File: config.mk
export PLATFORM = sky130hd
export DESIGN_NAME = qpsk_symbol_modulator
export DESIGN_NICKNAME = d
export VERILOG_FILES = /design/src/rtl/qsm_pkg.sv /design/src/rtl/qsm_front.sv /design/src/rtl/qsm_queue.sv /design/src/rtl/qsm_back.sv /design/src/rtl/qpsk_symbol_modulator.sv
export SDC_FILE = /design/constraint.sdc
export NUM_CORES = 1
export LEC_CHECK = 0
export BUFFER_PORTS_ARGS = -buffer_cell sky130_fd_sc_hd__buf_4
export CAP_MARGIN = 20
export CORE_MARGIN = 2
export CORE_UTILIZATION = 35
export CTS_CLUSTER_SIZE = 30
export DETAILED_ROUTE_END_ITERATION = 8
export SYNTH_ARGS = -nofsm -noshare
export SYNTH_HDL_FRONTEND = slang
export SYNTH_SLANG_ARGS = --single-unit
File: constraint.sdc
create_clock -name clk -period 23.4 [get_ports clk]
set_input_delay 1.17 -clock clk [delete_from_list [all_inputs] [get_ports clk]]
set_output_delay 1.17 -clock clk [all_outputs]
set_load 0.005 [all_outputs]
File: src/rtl/qsm_pkg.sv
// Types, constants and wave lookup functions for the QPSK symbol modulator
package qsm_pkg;

  localparam int SAMPLES_PER_SYMBOL = 15;
  localparam int CARRIER_PERIOD     = 18;

  localparam int CIRCLE_STEPS  = 72;
  localparam int QUARTER_STEPS = 18;
  localparam int STEP_W        = $clog2(CIRCLE_STEPS);
  localparam int PHASE_W       = $clog2(CARRIER_PERIOD);
  localparam int SPS_W         = $clog2(SAMPLES_PER_SYMBOL + 1);

  localparam int LIMIT_W       = 16;
  localparam logic [LIMIT_W-1:0] LIMIT_RESET = 16'd18000;

  localparam int SAMPLE_W      = 32;
  localparam int QWAVE_N       = 9;
  localparam int QWAVE_W       = $clog2(QWAVE_N);

  localparam int QUEUE_DEPTH   = 2;
  localparam int QPTR_W        = $clog2(QUEUE_DEPTH);
  localparam int QCNT_W        = $clog2(QUEUE_DEPTH + 1);

  // trunc(0x7F000000 * sin(d)) for d = 5, 15, ..., 85 degrees
  localparam logic [SAMPLE_W-1:0] QUARTER_WAVE [QWAVE_N] = '{
    32'd185703301,  32'd551467404,  32'd900475448,
    32'd1222123002, 32'd1506636966, 32'd1745372529,
    32'd1931075831, 32'd2058104370, 32'd2122598450
  };

  // Phase offset in 72nds of a turn, indexed by {first_bit, second_bit}
  localparam logic [STEP_W-1:0] SYMBOL_OFFSET [4] = '{
    7'd27, 7'd9, 7'd45, 7'd63
  };

  typedef struct packed {
    logic first_bit;
    logic second_bit;
    logic restart;
  } in_item_t;

  typedef struct packed {
    logic signed [SAMPLE_W-1:0] sample;
    logic                       last;
    logic                       overflow;
  } out_item_t;

  // Classified symbol handed from the front to the back
  typedef struct packed {
    logic [STEP_W-1:0] offset;
    logic              restart;
  } cmd_t;

  // Queue head as seen by the back
  typedef struct packed {
    logic valid;
    cmd_t cmd;
  } q_head_t;

  // Table step of a carrier phase: 2 * floor(phase * 36 / period), as a constant table
  function automatic logic [STEP_W-1:0] phase_base(input logic [PHASE_W-1:0] ph);
    logic [STEP_W-1:0] base;
    base = '0;
    for (int i = 0; i < CARRIER_PERIOD; i++) begin
      if (ph == PHASE_W'(i)) begin
        base = STEP_W'((i * 36 / CARRIER_PERIOD) * 2);
      end
    end
    return base;
  endfunction

  // Sine sample at an odd step of the 72-step circle, folded from a quarter wave
  function automatic logic signed [SAMPLE_W-1:0] wave_lookup(input logic [STEP_W-1:0] n);
    logic [1:0]         quad;
    logic [4:0]         r;
    logic [4:0]         rm;
    logic [QWAVE_W-1:0] idx;
    logic [SAMPLE_W-1:0] v;
    if (n >= STEP_W'(3 * QUARTER_STEPS)) begin
      quad = 2'd3;
      r    = 5'(n - STEP_W'(3 * QUARTER_STEPS));
    end else if (n >= STEP_W'(2 * QUARTER_STEPS)) begin
      quad = 2'd2;
      r    = 5'(n - STEP_W'(2 * QUARTER_STEPS));
    end else if (n >= STEP_W'(QUARTER_STEPS)) begin
      quad = 2'd1;
      r    = 5'(n - STEP_W'(QUARTER_STEPS));
    end else begin
      quad = 2'd0;
      r    = 5'(n);
    end
    if (quad[0]) begin
      r = 5'(QUARTER_STEPS) - r;
    end
    rm  = r - 5'd1;
    idx = QWAVE_W'(rm >> 1);
    if (idx >= QWAVE_W'(QWAVE_N)) begin
      idx = idx - QWAVE_W'(QWAVE_N);
    end
    v = QUARTER_WAVE[idx];
    if (quad[1]) begin
      v = -v;
    end
    return signed'(v);
  endfunction

endpackage

File: src/rtl/qsm_front.sv
// Front end: takes symbols, looks up their phase offset, pushes commands
module qsm_front (
  input  logic             in_valid,
  output logic             in_ready,
  input  qsm_pkg::in_item_t in_data,
  input  logic             q_full,
  output logic             q_push,
  output qsm_pkg::cmd_t    q_cmd
);

  assign in_ready = !q_full;
  assign q_push   = in_valid && !q_full;

  always_comb begin
    q_cmd.offset  = qsm_pkg::SYMBOL_OFFSET[{in_data.first_bit, in_data.second_bit}];
    q_cmd.restart = in_data.restart;
  end

endmodule

File: src/rtl/qsm_queue.sv
// Short command queue between front and back
module qsm_queue (
  input  logic              clk,
  input  logic              rst_n,
  input  logic              push,
  input  qsm_pkg::cmd_t     push_cmd,
  output logic              full,
  input  logic              pop,
  output qsm_pkg::q_head_t  head
);

  qsm_pkg::cmd_t                   mem_r [qsm_pkg::QUEUE_DEPTH];
  logic [qsm_pkg::QPTR_W-1:0]      wr_ptr_r, wr_ptr_nxt;
  logic [qsm_pkg::QPTR_W-1:0]      rd_ptr_r, rd_ptr_nxt;
  logic [qsm_pkg::QCNT_W-1:0]      cnt_r, cnt_nxt;
  logic                            do_push, do_pop;

  assign full       = (cnt_r == qsm_pkg::QCNT_W'(qsm_pkg::QUEUE_DEPTH));
  assign head.valid = (cnt_r != '0);
  assign head.cmd   = mem_r[rd_ptr_r];

  assign do_push = push && !full;
  assign do_pop  = pop && head.valid;

  always_comb begin
    wr_ptr_nxt = wr_ptr_r;
    rd_ptr_nxt = rd_ptr_r;
    cnt_nxt    = cnt_r;
    if (do_push) begin
      wr_ptr_nxt = (wr_ptr_r == qsm_pkg::QPTR_W'(qsm_pkg::QUEUE_DEPTH - 1)) ? '0
                   : wr_ptr_r + qsm_pkg::QPTR_W'(1);
    end
    if (do_pop) begin
      rd_ptr_nxt = (rd_ptr_r == qsm_pkg::QPTR_W'(qsm_pkg::QUEUE_DEPTH - 1)) ? '0
                   : rd_ptr_r + qsm_pkg::QPTR_W'(1);
    end
    if (do_push && !do_pop) begin
      cnt_nxt = cnt_r + qsm_pkg::QCNT_W'(1);
    end else if (!do_push && do_pop) begin
      cnt_nxt = cnt_r - qsm_pkg::QCNT_W'(1);
    end
  end

  always_ff @(posedge clk) begin
    if (!rst_n) begin
      wr_ptr_r <= '0;
      rd_ptr_r <= '0;
      cnt_r    <= '0;
    end else begin
      wr_ptr_r <= wr_ptr_nxt;
      rd_ptr_r <= rd_ptr_nxt;
      cnt_r    <= cnt_nxt;
    end
  end

  always_ff @(posedge clk) begin
    if (do_push) begin
      mem_r[wr_ptr_r] <= push_cmd;
    end
  end

endmodule

File: src/rtl/qsm_back.sv
// Back end: sample sequencer, carrier state and output register
module qsm_back (
  input  logic                           clk,
  input  logic                           rst_n,
  input  logic                           cfg_we,
  input  logic [qsm_pkg::LIMIT_W-1:0]    cfg_wdata,
  input  qsm_pkg::q_head_t               head,
  output logic                           pop,
  output logic                           out_valid,
  input  logic                           out_ready,
  output qsm_pkg::out_item_t             out_data
);

  logic [qsm_pkg::LIMIT_W-1:0]  limit_r;
  logic [qsm_pkg::PHASE_W-1:0]  phase_r, phase_nxt;
  logic [qsm_pkg::LIMIT_W-1:0]  count_r, count_nxt;
  logic                         ovf_r, ovf_nxt;
  logic                         busy_r, busy_nxt;
  logic [qsm_pkg::SPS_W-1:0]    j_r, j_nxt;
  logic [qsm_pkg::STEP_W-1:0]   off_r, off_nxt;
  logic                         out_valid_r, out_valid_nxt;
  qsm_pkg::out_item_t           out_data_r, out_data_nxt;

  logic                         advance, fire, clr;
  logic [qsm_pkg::PHASE_W-1:0]  cur_phase;
  logic [qsm_pkg::LIMIT_W-1:0]  cur_count;
  logic                         cur_ovf, hit, final_smp;
  logic [qsm_pkg::SPS_W-1:0]    cur_j;
  logic [qsm_pkg::STEP_W-1:0]   cur_off;
  logic [qsm_pkg::STEP_W:0]     step_sum;
  logic [qsm_pkg::STEP_W-1:0]   step;

  assign out_valid = out_valid_r;
  assign out_data  = out_data_r;

  assign advance = !out_valid_r || out_ready;
  assign pop     = advance && !busy_r && head.valid;
  assign fire    = advance && (busy_r || head.valid);
  assign clr     = pop && head.cmd.restart;

  always_comb begin
    cur_phase = clr ? '0   : phase_r;
    cur_count = clr ? '0   : count_r;
    cur_ovf   = clr ? 1'b0 : ovf_r;
    cur_j     = busy_r ? j_r   : '0;
    cur_off   = busy_r ? off_r : head.cmd.offset;
    hit       = cur_ovf || (cur_count >= limit_r);
    final_smp = (cur_j == qsm_pkg::SPS_W'(qsm_pkg::SAMPLES_PER_SYMBOL - 1));
    step_sum  = {1'b0, qsm_pkg::phase_base(cur_phase)} + {1'b0, cur_off};
    step      = (step_sum >= (qsm_pkg::STEP_W + 1)'(qsm_pkg::CIRCLE_STEPS))
                ? qsm_pkg::STEP_W'(step_sum - (qsm_pkg::STEP_W + 1)'(qsm_pkg::CIRCLE_STEPS))
                : qsm_pkg::STEP_W'(step_sum);
  end

  always_comb begin
    phase_nxt     = phase_r;
    count_nxt     = count_r;
    ovf_nxt       = ovf_r;
    busy_nxt      = busy_r;
    j_nxt         = j_r;
    off_nxt       = off_r;
    out_valid_nxt = out_valid_r;
    out_data_nxt  = out_data_r;
    if (advance) begin
      out_valid_nxt = fire;
    end
    if (fire) begin
      phase_nxt = cur_phase;
      count_nxt = cur_count;
      ovf_nxt   = cur_ovf;
      if (hit) begin
        // Limit reached: one marker closes this symbol
        ovf_nxt               = 1'b1;
        busy_nxt              = 1'b0;
        out_data_nxt.sample   = '0;
        out_data_nxt.last     = 1'b1;
        out_data_nxt.overflow = 1'b1;
      end else begin
        out_data_nxt.sample   = qsm_pkg::wave_lookup(step);
        out_data_nxt.last     = final_smp;
        out_data_nxt.overflow = 1'b0;
        count_nxt = cur_count + qsm_pkg::LIMIT_W'(1);
        phase_nxt = (cur_phase == qsm_pkg::PHASE_W'(qsm_pkg::CARRIER_PERIOD - 1)) ? '0
                    : cur_phase + qsm_pkg::PHASE_W'(1);
        j_nxt     = cur_j + qsm_pkg::SPS_W'(1);
        off_nxt   = cur_off;
        busy_nxt  = !final_smp;
      end
    end
  end

  always_ff @(posedge clk) begin
    if (!rst_n) begin
      limit_r     <= qsm_pkg::LIMIT_RESET;
      phase_r     <= '0;
      count_r     <= '0;
      ovf_r       <= 1'b0;
      busy_r      <= 1'b0;
      out_valid_r <= 1'b0;
    end else begin
      if (cfg_we) begin
        limit_r <= cfg_wdata;
      end
      phase_r     <= phase_nxt;
      count_r     <= count_nxt;
      ovf_r       <= ovf_nxt;
      busy_r      <= busy_nxt;
      out_valid_r <= out_valid_nxt;
    end
  end

  always_ff @(posedge clk) begin
    j_r        <= j_nxt;
    off_r      <= off_nxt;
    out_data_r <= out_data_nxt;
  end

endmodule

File: src/rtl/qpsk_symbol_modulator.sv
// Top level of the QPSK symbol modulator: front, command queue and sample back end
//
//   Channel   Ports                          Carries
//   input     in_valid/in_ready/in_data      one two-bit symbol plus restart flag
//   output    out_valid/out_ready/out_data   one PCM sample, last and overflow flags
//   config    cfg_we/cfg_wdata               sample_limit, written without wait
//
// The sample sequencer gives 15 samples per symbol, one per cycle unless out_ready
// stalls the back end; a symbol that hits the limit ends in one overflow marker.
// Reset is synchronous on rst_n; the limit returns to 18000, counters to zero.
// A two-entry command queue lets the front keep taking symbols while the back
// end is stalled by out_ready; the output register holds a transaction until taken.
module qpsk_symbol_modulator (
  input  logic                        clk,
  input  logic                        rst_n,
  input  logic                        in_valid,
  output logic                        in_ready,
  input  qsm_pkg::in_item_t           in_data,
  output logic                        out_valid,
  input  logic                        out_ready,
  output qsm_pkg::out_item_t          out_data,
  input  logic                        cfg_we,
  input  logic [qsm_pkg::LIMIT_W-1:0] cfg_wdata
);

  // Front to queue
  logic             q_push;
  logic             q_full;
  qsm_pkg::cmd_t    q_cmd;

  // Queue to back
  logic             q_pop;
  qsm_pkg::q_head_t q_head;

  // Classify each symbol into its phase offset and restart request
  qsm_front u_front (
    .in_valid (in_valid),
    .in_ready (in_ready),
    .in_data  (in_data),
    .q_full   (q_full),
    .q_push   (q_push),
    .q_cmd    (q_cmd)
  );

  // Hold pending commands so each side can stall on its own
  qsm_queue u_queue (
    .clk      (clk),
    .rst_n    (rst_n),
    .push     (q_push),
    .push_cmd (q_cmd),
    .full     (q_full),
    .pop      (q_pop),
    .head     (q_head)
  );

  // Advance the carrier, count samples against the limit, drive the output
  qsm_back u_back (
    .clk       (clk),
    .rst_n     (rst_n),
    .cfg_we    (cfg_we),
    .cfg_wdata (cfg_wdata),
    .head      (q_head),
    .pop       (q_pop),
    .out_valid (out_valid),
    .out_ready (out_ready),
    .out_data  (out_data)
  );

endmodule

==> impl_results.html <==
<table>
<tr><th>Metric</th><th>Value</th></tr>
<tr><th colspan="2">Outcome</th></tr>
<tr><td>Status</td><td>completed</td></tr>
<tr><th colspan="2">Cells and area</th></tr>
<tr><td>Fraction of layout cells with a size suffix above 1</td><td>0.134</td></tr>
<tr><td>Antenna Cells</td><td>0</td></tr>
<tr><td>Leading cell types in the layout, fill and taps excluded</td><td>nand2_1, buf_4, inv_1, edfxtp_1, nor2_1</td></tr>
<tr><td>Layout Area Growth over Synthesis</td><td>13.7%</td></tr>
<tr><td>Count of nets after finishing</td><td>878</td></tr>
<tr><th colspan="2">Timing</th></tr>
<tr><td>Slew Limit Fails</td><td>0</td></tr>
<tr><td>Worst Clk Skew</td><td>9.99 ps</td></tr>
<tr><td>Slew at the pin closest to its max-slew limit</td><td>935 ps</td></tr>
<tr><td>Final count of hold timing violations</td><td>0</td></tr>
<tr><td>FMAX</td><td>85.5 MHz</td></tr>
<tr><td>RSZ-0062 raised after global routing</td><td>false</td></tr>
<tr><td>Share of the cycle needed by the critical path after routing</td><td>0.500</td></tr>
<tr><td>Period minus WS final</td><td>11690 ps</td></tr>
<tr><td>Number of failing setup endpoints in the final timing report</td><td>0</td></tr>
<tr><td>Worst rel slew slack</td><td>0.377</td></tr>
<tr><td>Setup TNS</td><td>0 ps</td></tr>
<tr><th colspan="2">Floorplanning</th></tr>
<tr><td>Std-Cell Core Area</td><td>19400 sq um</td></tr>
<tr><td>Floorplan die width</td><td>144 um</td></tr>
<tr><td>Initial core utilization</td><td>0.356</td></tr>
<tr><td>Standard-cell rows</td><td>51</td></tr>
<tr><td>Count of boundary I/O pins</td><td>60</td></tr>
<tr><td>Die height</td><td>144 um</td></tr>
<tr><td>Area enclosed by the die boundary</td><td>20800 sq um</td></tr>
<tr><th colspan="2">Run</th></tr>
<tr><td>Max Cap Viol</td><td>0</td></tr>
<tr><th colspan="2">Synth</th></tr>
<tr><td>Count of flip-flops with a built-in enable after synthesis</td><td>51</td></tr>
<tr><td>Synthesized Nets</td><td>842</td></tr>
<tr><td>Cell taking the most area after synthesis</td><td>edfxtp_1</td></tr>
<tr><td>Synth top area cells</td><td>edfxtp_1, dfxtp_1, ha_1, mux2i_1, xnor2_1</td></tr>
<tr><td>Top cell type's share of synthesized area</td><td>0.222</td></tr>
<tr><td>Synth warn</td><td>0</td></tr>
<tr><td>Cell Area, Synth</td><td>6900 sq um</td></tr>
<tr><td>Number of distinct library cell variants in the gate-level netlist after synthesis</td><td>83</td></tr>
<tr><td>Seq cells post-synth</td><td>96</td></tr>
<tr><td>Sequential area share after synthesis</td><td>0.353</td></tr>
<tr><td>Mapped Cells</td><td>770</td></tr>
<tr><td>Mean Syn Cell Area</td><td>8.96 sq um</td></tr>
<tr><td>Async set-reset flop share out of synthesis</td><td>0</td></tr>
<tr><td>Dominant register cell in the synthesized netlist</td><td>edfxtp_1</td></tr>
<tr><th colspan="2">Clock network</th></tr>
<tr><td>Worst skew pair latency</td><td>350 ps</td></tr>
<tr><td>Number of buffers created by CTS</td><td>9</td></tr>
<tr><td>Clock Sink Count</td><td>96</td></tr>
<tr><td>Hold bufs inserted after CTS</td><td>0</td></tr>
<tr><td>CTS tree</td><td>yes</td></tr>
<tr><td>Buffers inserted by post-CTS timing repair</td><td>0</td></tr>
<tr><td>Total of cells resized after clock tree synthesis</td><td>0</td></tr>
<tr><td>Clk slew on worst S/H paths</td><td>70 ps</td></tr>
<tr><td>CTS Root Buffer Type</td><td>clkbuf_16</td></tr>
<tr><td>Level count of the clock H-tree</td><td>3</td></tr>
<tr><td>Worst-case clock buffer depth</td><td>2</td></tr>
<tr><th colspan="2">Setup path</th></tr>
<tr><td>Worst setup SP type</td><td>input port</td></tr>
<tr><td>Slowest Stage Delay on Critical Path</td><td>570 ps</td></tr>
<tr><td>Critical-path top delay cell</td><td>fa_1</td></tr>
<tr><td>Buffers &amp; Inverters on Critical Path</td><td>7</td></tr>
<tr><td>Signal arrival time at the worst endpoint</td><td>11840 ps</td></tr>
<tr><td>Data required time at the worst endpoint</td><td>23550 ps</td></tr>
<tr><td>Critical path class</td><td>input port to register</td></tr>
<tr><td>Library cell appearing most often on the critical path</td><td>ha_1</td></tr>
<tr><td>Largest fanout on the critical path</td><td>31</td></tr>
<tr><td>Crit end category</td><td>register</td></tr>
<tr><td>Kind of cell adding the most delay to the critical path</td><td>simple AND/OR/NAND/NOR gates</td></tr>
<tr><td>Register-to-register setup slack</td><td>12060 ps</td></tr>
<tr><th colspan="2">Global routing</th></tr>
<tr><td>Wire length of the first global-routing pass</td><td>24200 um</td></tr>
<tr><td>Overflow after GRT</td><td>0</td></tr>
<tr><td>Via count of the first global-routing pass</td><td>5009</td></tr>
<tr><td>Total routing usage reported by global routing</td><td>0.144</td></tr>
<tr><td>Initial antenna violation count</td><td>0</td></tr>
<tr><td>Maximum number of pins on one net before global-route repair</td><td>45</td></tr>
<tr><th colspan="2">Route</th></tr>
<tr><td>Count of TritonRoute iterations in the first routing pass</td><td>5</td></tr>
<tr><td>Routed vias</td><td>5590</td></tr>
<tr><td>Count of routing violations after the opening detailed-route iteration</td><td>294</td></tr>
<tr><td>Post-detailed-route via-to-cell ratio</td><td>5.20</td></tr>
<tr><td>WL per Instance</td><td>13.7 um</td></tr>
<tr><td>Total DRC errors in the routed layout</td><td>0</td></tr>
<tr><td>Post-detailed-routing wire length</td><td>14800 um</td></tr>
<tr><td>Number of nets still failing antenna checks after routing</td><td>0</td></tr>
<tr><th colspan="2">Place</th></tr>
<tr><td>Half-perimeter wire length after placement</td><td>10700 um</td></tr>
<tr><td>Input/output buffers</td><td>59</td></tr>
<tr><td>Final GP Congestion</td><td>0.837</td></tr>
<tr><th colspan="2">Worst hold path</th></tr>
<tr><td>Tightest Hold Check Type</td><td>register to register</td></tr>
</table>
layer usage:
layer,up-vias,wire (um),GRT usage,part of all wire
met5,-,0,0,0
met4,0,114,0.0296,0.0077
met3,8,618,0.0301,0.042
met2,120,6830,0.235,0.46
met1,2603,7220,0.196,0.49
li1,2859,-,-,-
final cells by class:
cell class              instances  area, sq um
fillers                      1992        11600
multi-input cells             584         4100
flip-flops and latches         96         2430
repair buffers                 62          473
well taps                     265          332
clock buffers                   9          225
inverters                      53          199
clock inverters                 7         85.1
metrics by stage:
step / cell area [sq um] / utilization / setup WS [ps] / hold WS [ps] / instances
after floorplan: 6900 / - / 12660 / 461 / 770
after global placement: 7520 / 0.388 / 11890 / 479 / 1059
after detailed placement: 7520 / 0.388 / 11400 / 488 / 1059
after CTS: 7830 / 0.404 / 11740 / 499 / 1075
after global routing: 7840 / 0.404 / 10720 / 533 / 1076
final: 7840 / 0.404 / 11710 / 496 / 1076
cell usage after synthesis (all sizes together) (8+ instances only):
| cell type | count |
|---|---|
| ha | 47 |
| o211ai | 9 |
| mux2i | 26 |
| inv | 52 |
| or3 | 8 |
| xnor2 | 29 |
| and2 | 35 |
| and3 | 10 |
| edfxtp | 51 |
| clkbuf | 23 |
| nor2 | 48 |
| nor4 | 8 |
| nand2 | 61 |
| nor3 | 23 |
| buf | 14 |
| or2 | 10 |
| a21o | 15 |
| dfxtp | 45 |
| nor2b | 23 |
| nand2b | 11 |
| a21oi | 41 |
| a211oi | 14 |
| o21ai | 33 |
| nand4 | 8 |
| nand3 | 24 |
cells by family after synthesis:
logic type / count (synthesis) / synth area share
AND/OR/NAND/NOR: 287 / 0.220
adder cells (fa/ha/maj): 48 / 0.0882
buffers and inverters: 90 / 0.0537
flip-flops: 96 / 0.353
XOR/XNOR: 35 / 0.0466
multiplexers: 30 / 0.0448
AO/OA/AOI/OAI: 184 / 0.194
registers in the layout, summed over array words and instances, names as in the netlist, 2 cells and up, named ones only:
signal,count
u_queue.mem_r,6
u_back.out_data,34
u_queue.cnt_r,2
u_back.j_r,4
u_back.limit_r,16
u_back.count_r,16
u_back.off_r,7
u_back.phase_r,5
worst register-to-register path: cells and delay by family, from the launching register on:
kind            cells  cell delay, ps
flops               1             730
buf+inv             6             830
fa+ha+maj           9            2840
simple gates       14            3280
compound gates     12            2680
mux                 1             250
xor+xnor            2             520
worst paths after layout:
kind | startpoint | to | depth (start not counted)
worst max-delay path | out_ready | u_back.out_data[6] | 46
worst min-delay path | u_back.limit_r[4] | u_back.limit_r[4] | 2
worst max register to register | u_back.busy_r | u_back.out_data[6] | 44
worst min register to register | u_back.limit_r[4] | u_back.limit_r[4] | 2
Power is left out: the tool's default activity adds up to more than one toggle a clock period on the data nets, which glitch-free logic cannot reach.
